### config.mk
export PLATFORM = sky130hd
export DESIGN_NAME = sorted_priority_queue
export DESIGN_NICKNAME = d
export VERILOG_FILES = /design/src/spq_pkg.sv /design/src/spq_cell.sv /design/src/sorted_priority_queue.sv
export SDC_FILE = /design/constraint.sdc
export NUM_CORES = 2
export LEC_CHECK = 0
export ABC_AREA = 1
export BUFFER_PORTS_ARGS = -buffer_cell sky130_fd_sc_hd__buf_2
export CORE_ASPECT_RATIO = 1.2
export CORE_MARGIN = 10
export CORE_UTILIZATION = 50
export CTS_CLUSTER_DIAMETER = 120
export DETAILED_ROUTE_END_ITERATION = 10
export PLACE_DENSITY = 0.69
export SLEW_MARGIN = 20
export SYNTH_ARGS = -nofsm -noshare
export SYNTH_HDL_FRONTEND = slang
export SYNTH_HIERARCHICAL = 1
export SYNTH_SLANG_ARGS = --single-unit
### constraint.sdc
create_clock -name clk -period 4.05 [get_ports clk]
set_clock_uncertainty 0.2 [all_clocks]
set_input_delay 0.6075 -clock clk [delete_from_list [all_inputs] [get_ports clk]]
set_output_delay 0.6075 -clock clk [all_outputs]
set_load 0.05 [all_outputs]
### src/spq_pkg.sv
// Package of the sorted priority queue: entry type, codes, cell request struct.
// Depends on nothing; used by spq_cell, sorted_priority_queue and spq_checker.
`default_nettype none

package spq_pkg;

  localparam int DEFAULT_DEPTH = 16;
  localparam int PRIO_W        = 16;
  localparam int TAG_W         = 32;
  localparam int COUNT_OUT_W   = 5;

  localparam logic OP_INSERT = 1'b0;
  localparam logic OP_REMOVE = 1'b1;

  typedef enum logic [1:0] {
    ST_OK           = 2'd0,
    ST_EMPTY_REMOVE = 2'd1,
    ST_FULL_INSERT  = 2'd2
  } status_t;

  typedef struct packed {
    logic [TAG_W-1:0]  tag;
    logic [PRIO_W-1:0] prio;
  } entry_t;

  typedef struct packed {
    logic   insert;
    logic   remove;
    entry_t item;
  } cell_req_t;

endpackage

`default_nettype wire

### src/spq_cell.sv
// One slot of the sorted chain: holds an entry, hands it to a neighbor on shift.
// Depends on spq_pkg.
`default_nettype none

module spq_cell #(
  parameter int COUNT_W = 5,
  parameter int IDX     = 0
) (
  input  wire                    clk,
  input  spq_pkg::cell_req_t     req,
  input  wire [COUNT_W-1:0]      count,
  input  wire                    prev_keep,
  input  spq_pkg::entry_t        prev_entry,
  input  spq_pkg::entry_t        next_entry,
  output logic                   keep,
  output spq_pkg::entry_t        entry,
  output spq_pkg::entry_t        entry_next
);
  import spq_pkg::*;

  logic occupied;

  assign occupied = count > COUNT_W'(IDX);
  assign keep     = occupied && ($signed(entry.prio) > $signed(req.item.prio));

  always_comb begin
    entry_next = entry;
    if (req.insert) begin
      if (keep) begin
        entry_next = entry;
      end else if (prev_keep) begin
        entry_next = req.item;
      end else begin
        entry_next = prev_entry;
      end
    end else if (req.remove) begin
      entry_next = next_entry;
    end
  end

  always_ff @(posedge clk) begin
    entry <= entry_next;
  end

endmodule

`default_nettype wire

### src/sorted_priority_queue.sv
// Top level of the sorted priority queue: chain of spq_cell slots, count, result register.
// Depends on spq_pkg and spq_cell.
//
//   channel   dir  tdata (low bit up)                           tuser
//   s_axis    in   entry_priority[15:0] entry_payload[47:16]    operation
//   m_axis    out  top_priority[15:0] top_payload[47:16]        -
//                  queue_empty[48] entry_count[53:49] status[55:54]
//
// One request per cycle while s_axis_tready is high: each insert or remove settles in the cell chain,
// every cell comparing against the broadcast entry and shifting by one toward a neighbor.
// The result of a request appears on m_axis the cycle after acceptance.
// s_axis_tready is high while the result register is empty or being drained.
// rst clears the entry count and the result valid; slot contents stay undefined.
`default_nettype none

module sorted_priority_queue #(
  parameter int QUEUE_DEPTH = spq_pkg::DEFAULT_DEPTH
) (
  input  wire         clk,
  input  wire         rst,
  input  wire         s_axis_tvalid,
  output logic        s_axis_tready,
  input  wire  [47:0] s_axis_tdata,   // entry_priority, entry_payload
  input  wire  [0:0]  s_axis_tuser,   // operation
  output logic        m_axis_tvalid,
  input  wire         m_axis_tready,
  output logic [55:0] m_axis_tdata    // top_priority, top_payload, queue_empty,
                                      // entry_count, status
);
  import spq_pkg::*;

  localparam int COUNT_W = $clog2(QUEUE_DEPTH + 1);

  logic [COUNT_W-1:0] count;
  logic [COUNT_W-1:0] count_next;
  logic               fire;
  logic               full;
  logic               empty;
  logic               is_insert;
  cell_req_t          req;
  status_t            status_next;
  entry_t             cell_q    [QUEUE_DEPTH];
  entry_t             cell_d    [QUEUE_DEPTH];
  logic               cell_keep [QUEUE_DEPTH];
  logic               res_empty;
  entry_t             res_head;

  assign s_axis_tready = !m_axis_tvalid || m_axis_tready;
  assign fire          = s_axis_tvalid && s_axis_tready;
  assign full          = count == COUNT_W'(QUEUE_DEPTH);
  assign empty         = count == '0;
  assign is_insert     = s_axis_tuser[0] == OP_INSERT;

  assign req.insert    = fire && is_insert && !full;
  assign req.remove    = fire && !is_insert && !empty;
  assign req.item.prio = s_axis_tdata[15:0];
  assign req.item.tag  = s_axis_tdata[47:16];

  always_comb begin
    count_next  = count;
    status_next = ST_OK;
    if (is_insert) begin
      if (full) begin
        status_next = ST_FULL_INSERT;
      end else begin
        count_next = count + COUNT_W'(1);
      end
    end else begin
      if (empty) begin
        status_next = ST_EMPTY_REMOVE;
      end else begin
        count_next = count - COUNT_W'(1);
      end
    end
  end

  genvar i;
  generate
    for (i = 0; i < QUEUE_DEPTH; i++) begin : g_cell
      logic   prev_keep;
      entry_t prev_entry;
      entry_t next_entry;

      if (i == 0) begin : g_head
        assign prev_keep  = 1'b1;
        assign prev_entry = '0;
      end else begin : g_body
        assign prev_keep  = cell_keep[i-1];
        assign prev_entry = cell_q[i-1];
      end

      if (i == QUEUE_DEPTH - 1) begin : g_tail
        assign next_entry = '0;
      end else begin : g_link
        assign next_entry = cell_q[i+1];
      end

      spq_cell #(
        .COUNT_W (COUNT_W),
        .IDX     (i)
      ) u_cell (
        .clk        (clk),
        .req        (req),
        .count      (count),
        .prev_keep  (prev_keep),
        .prev_entry (prev_entry),
        .next_entry (next_entry),
        .keep       (cell_keep[i]),
        .entry      (cell_q[i]),
        .entry_next (cell_d[i])
      );
    end
  endgenerate

  assign res_empty = count_next == '0;
  assign res_head  = res_empty ? entry_t'('0) : cell_d[0];

  always_ff @(posedge clk) begin
    if (rst) begin
      count         <= '0;
      m_axis_tvalid <= 1'b0;
    end else begin
      if (fire) begin
        count <= count_next;
      end
      if (fire) begin
        m_axis_tvalid <= 1'b1;
      end else if (m_axis_tready) begin
        m_axis_tvalid <= 1'b0;
      end
    end
  end

  always_ff @(posedge clk) begin
    if (fire) begin
      m_axis_tdata <= {status_next, COUNT_OUT_W'(count_next), res_empty,
                       res_head.tag, res_head.prio};
    end
  end

endmodule

`default_nettype wire

==> impl_results.md <==
- Status: finished, final reports clean
- Post-CTS Setup Inserts: 0
- Worst Path Required: 4.43 ns
- Pre-antenna DRT Iters: 6
- Setup crit start: count[2]$_SDFFE_PP0P_
- Worst Hold Launch: s_axis_tuser
- Hold Path Class: input port to register
- CTS tree: done
- WL per Instance: 15.15 um
- Final wirelength: 164.5 mm
- Syn. warnings: 6
- DR iter-0 viols: 4456
- Synth Area per Inst: 6.489 um2
- Worst skew pair latency: 0.71 ns
- Cell leakage power: 31.65 nW
- Tcrit/Tclk final: 79.51%
- Commonest non-fill, non-tap cell in the layout: nand2_1
- Slew headroom: 31.11%
- RSZ-0062 raised after global routing: false
- Kind of critical path: register to register
- Post-CTS Resized: 0
- IO Count: 111
- Number of global-route vias before repair: 54880
- Crit path capture type: register
- Minimum setup slack among reg-to-reg paths: 0.83 ns
- Starting Density: 50.48%
- Worst reg2reg startpoint: count[2]$_SDFFE_PP0P_
- Crit path launch type: register
- Crit-path leading delay family: flip-flops
- Vias: 59680
- Clock sink count: 830
- CP Data Arrival Time: 3.60 ns
- Final net count: 9454
- Initial antenna violation count: 0
- Slew Limit Fails: 0
- Final setup violation count: 0
- Post-route cell area: 65410 um2
- Vias per cell: 5.495
- Core area: 121600 um2
- DP Worst Slack: 0.4355 ns
- First-pass GRT wire length: 277.8 mm
- Chip Width: 339.8 um
- Worst slew pin tran: 1.032 ns
- CTS root buf: clkbuf_16
- Die Y: 403.8 um
- Filler cells: 11990
- CP most frequent cell: buf_12
- Full die area: 137200 um2
- Hold Vio Cnt, Final: 0
- Core Util, Final: 53.81%
- Flip-flop and latch area: 17180 um2
- Critical-path top delay cell: dfxtp_1
- Max Cap Violations: 0
- Pin count of the biggest net entering global routing: 163
- Mapped Cells: 9457
- Final GP Congestion: 0.8350
- Dpl hpwl: 116.2 mm
- H-tree depth: 3
- Remaining global-route overflow: 0
- CP peak stage delay: 0.99 ns
- Synthesized area: 61360 um2
- Max Freq: 0.3106 GHz
- Power Dens Cells: 745.3 nW/um2
- # DRC: 0
- Setup TNS: 0 ns
- Core Rows: 140
- Worst-path fanout max: 99
- GRT Total Usage: 22.94%
- Buf/Inv on CP: 3
- Worst VDD drop: 0.0006585 V
- Setup ws final: 0.8300 ns
- Port Buffers: 110
- Area after DPL: 62330 um2
- Proportion of layout cells with a drive suffix above 1: 5.442%
- Antenna viol nets, final: 0
- Time the worst path needs with I/O delays and setup: 3.220 ns
- CP Cell Sequence: nor2_4, nand3_2, nand2_1, nor2_4, buf_12, buf_12, buf_12, a21oi_1, o21ai_0, nand2_1
- Area of the multi-input gates: 36480 um2
- CTS Hold Buffers Added: 2
- Clock Pin Slew Worst Setup and Hold Paths: 0.06 ns
- Synth-to-Final Area Change: 6.600%
- Num CTS Buffers: 96
- Clk buf depth: 3
- Commonest non-fill, non-tap cells in the layout: nand2_1 (2141), inv_1 (1189), nand3_1 (1087)
## sequential cells by signal (all words and copies together) (netlist names)
name                 count
g_cell.u_cell/entry    768
m_axis_tdata            56
count                    5
m_axis_tvalid            1
## where the power goes
group	internal, mW	switching [mW]
Combinational	9.04	15.3
Clock	4.89	3.79
Sequential	12.2	3.55
## worst paths after layout
check,depth (start not counted),to
worst max-delay path,10,g_cell[11].u_cell/entry[13]$_DFF_P_
worst min register to register,2,g_cell[14].u_cell/entry[22]$_DFF_P_
worst max register to register,10,g_cell[11].u_cell/entry[13]$_DFF_P_
worst min-delay path,3,count[0]$_SDFFE_PP0P_
## through the flow
step	instances	total power, mW	hold slack, ns
3_5_place_dp	10680	40.01	0.2557
2_1_floorplan	9552	34.80	0.2431
5_1_grt	10860	53.54	0.07352
6_report	10860	48.76	0.07084
4_1_cts	10860	48.82	0.01981
3_3_place_gp	10680	39.17	0.2504
## layer usage
| layer | wire (um) | global-route usage, % | vias to the layer above |
|---|---|---|---|
| li1 | - | - | 31010 |
| met1 | 79170 | 31.51 | 27120 |
| met2 | 74940 | 38.43 | 1388 |
| met3 | 8271 | 2.486 | 156 |
| met4 | 2140 | 5.069 | 0 |
| met5 | 0 | 0 | - |
## tightest hold or removal path: cells and delay by family
| family | cells | cell delay (ns) |
|---|---|---|
| compound gates | 1 | 0.08 |
| buf+inv | 1 | 0.15 |
| simple gates | 1 | 0.09 |
## layout make-up
cell class / instances / area share [%]
Antenna cell: 1 / 0.003825
Sequential cell: 830 / 26.26
Timing Repair Buffer: 243 / 3.083
Clock buffer: 132 / 4.034
Tap cell: 1633 / 3.124
Clock inverter: 48 / 0.6389
Inverter: 1235 / 7.087
Multi-Input combinational cell: 6737 / 55.77
Note: power is estimated with default switching activity, not from simulation.
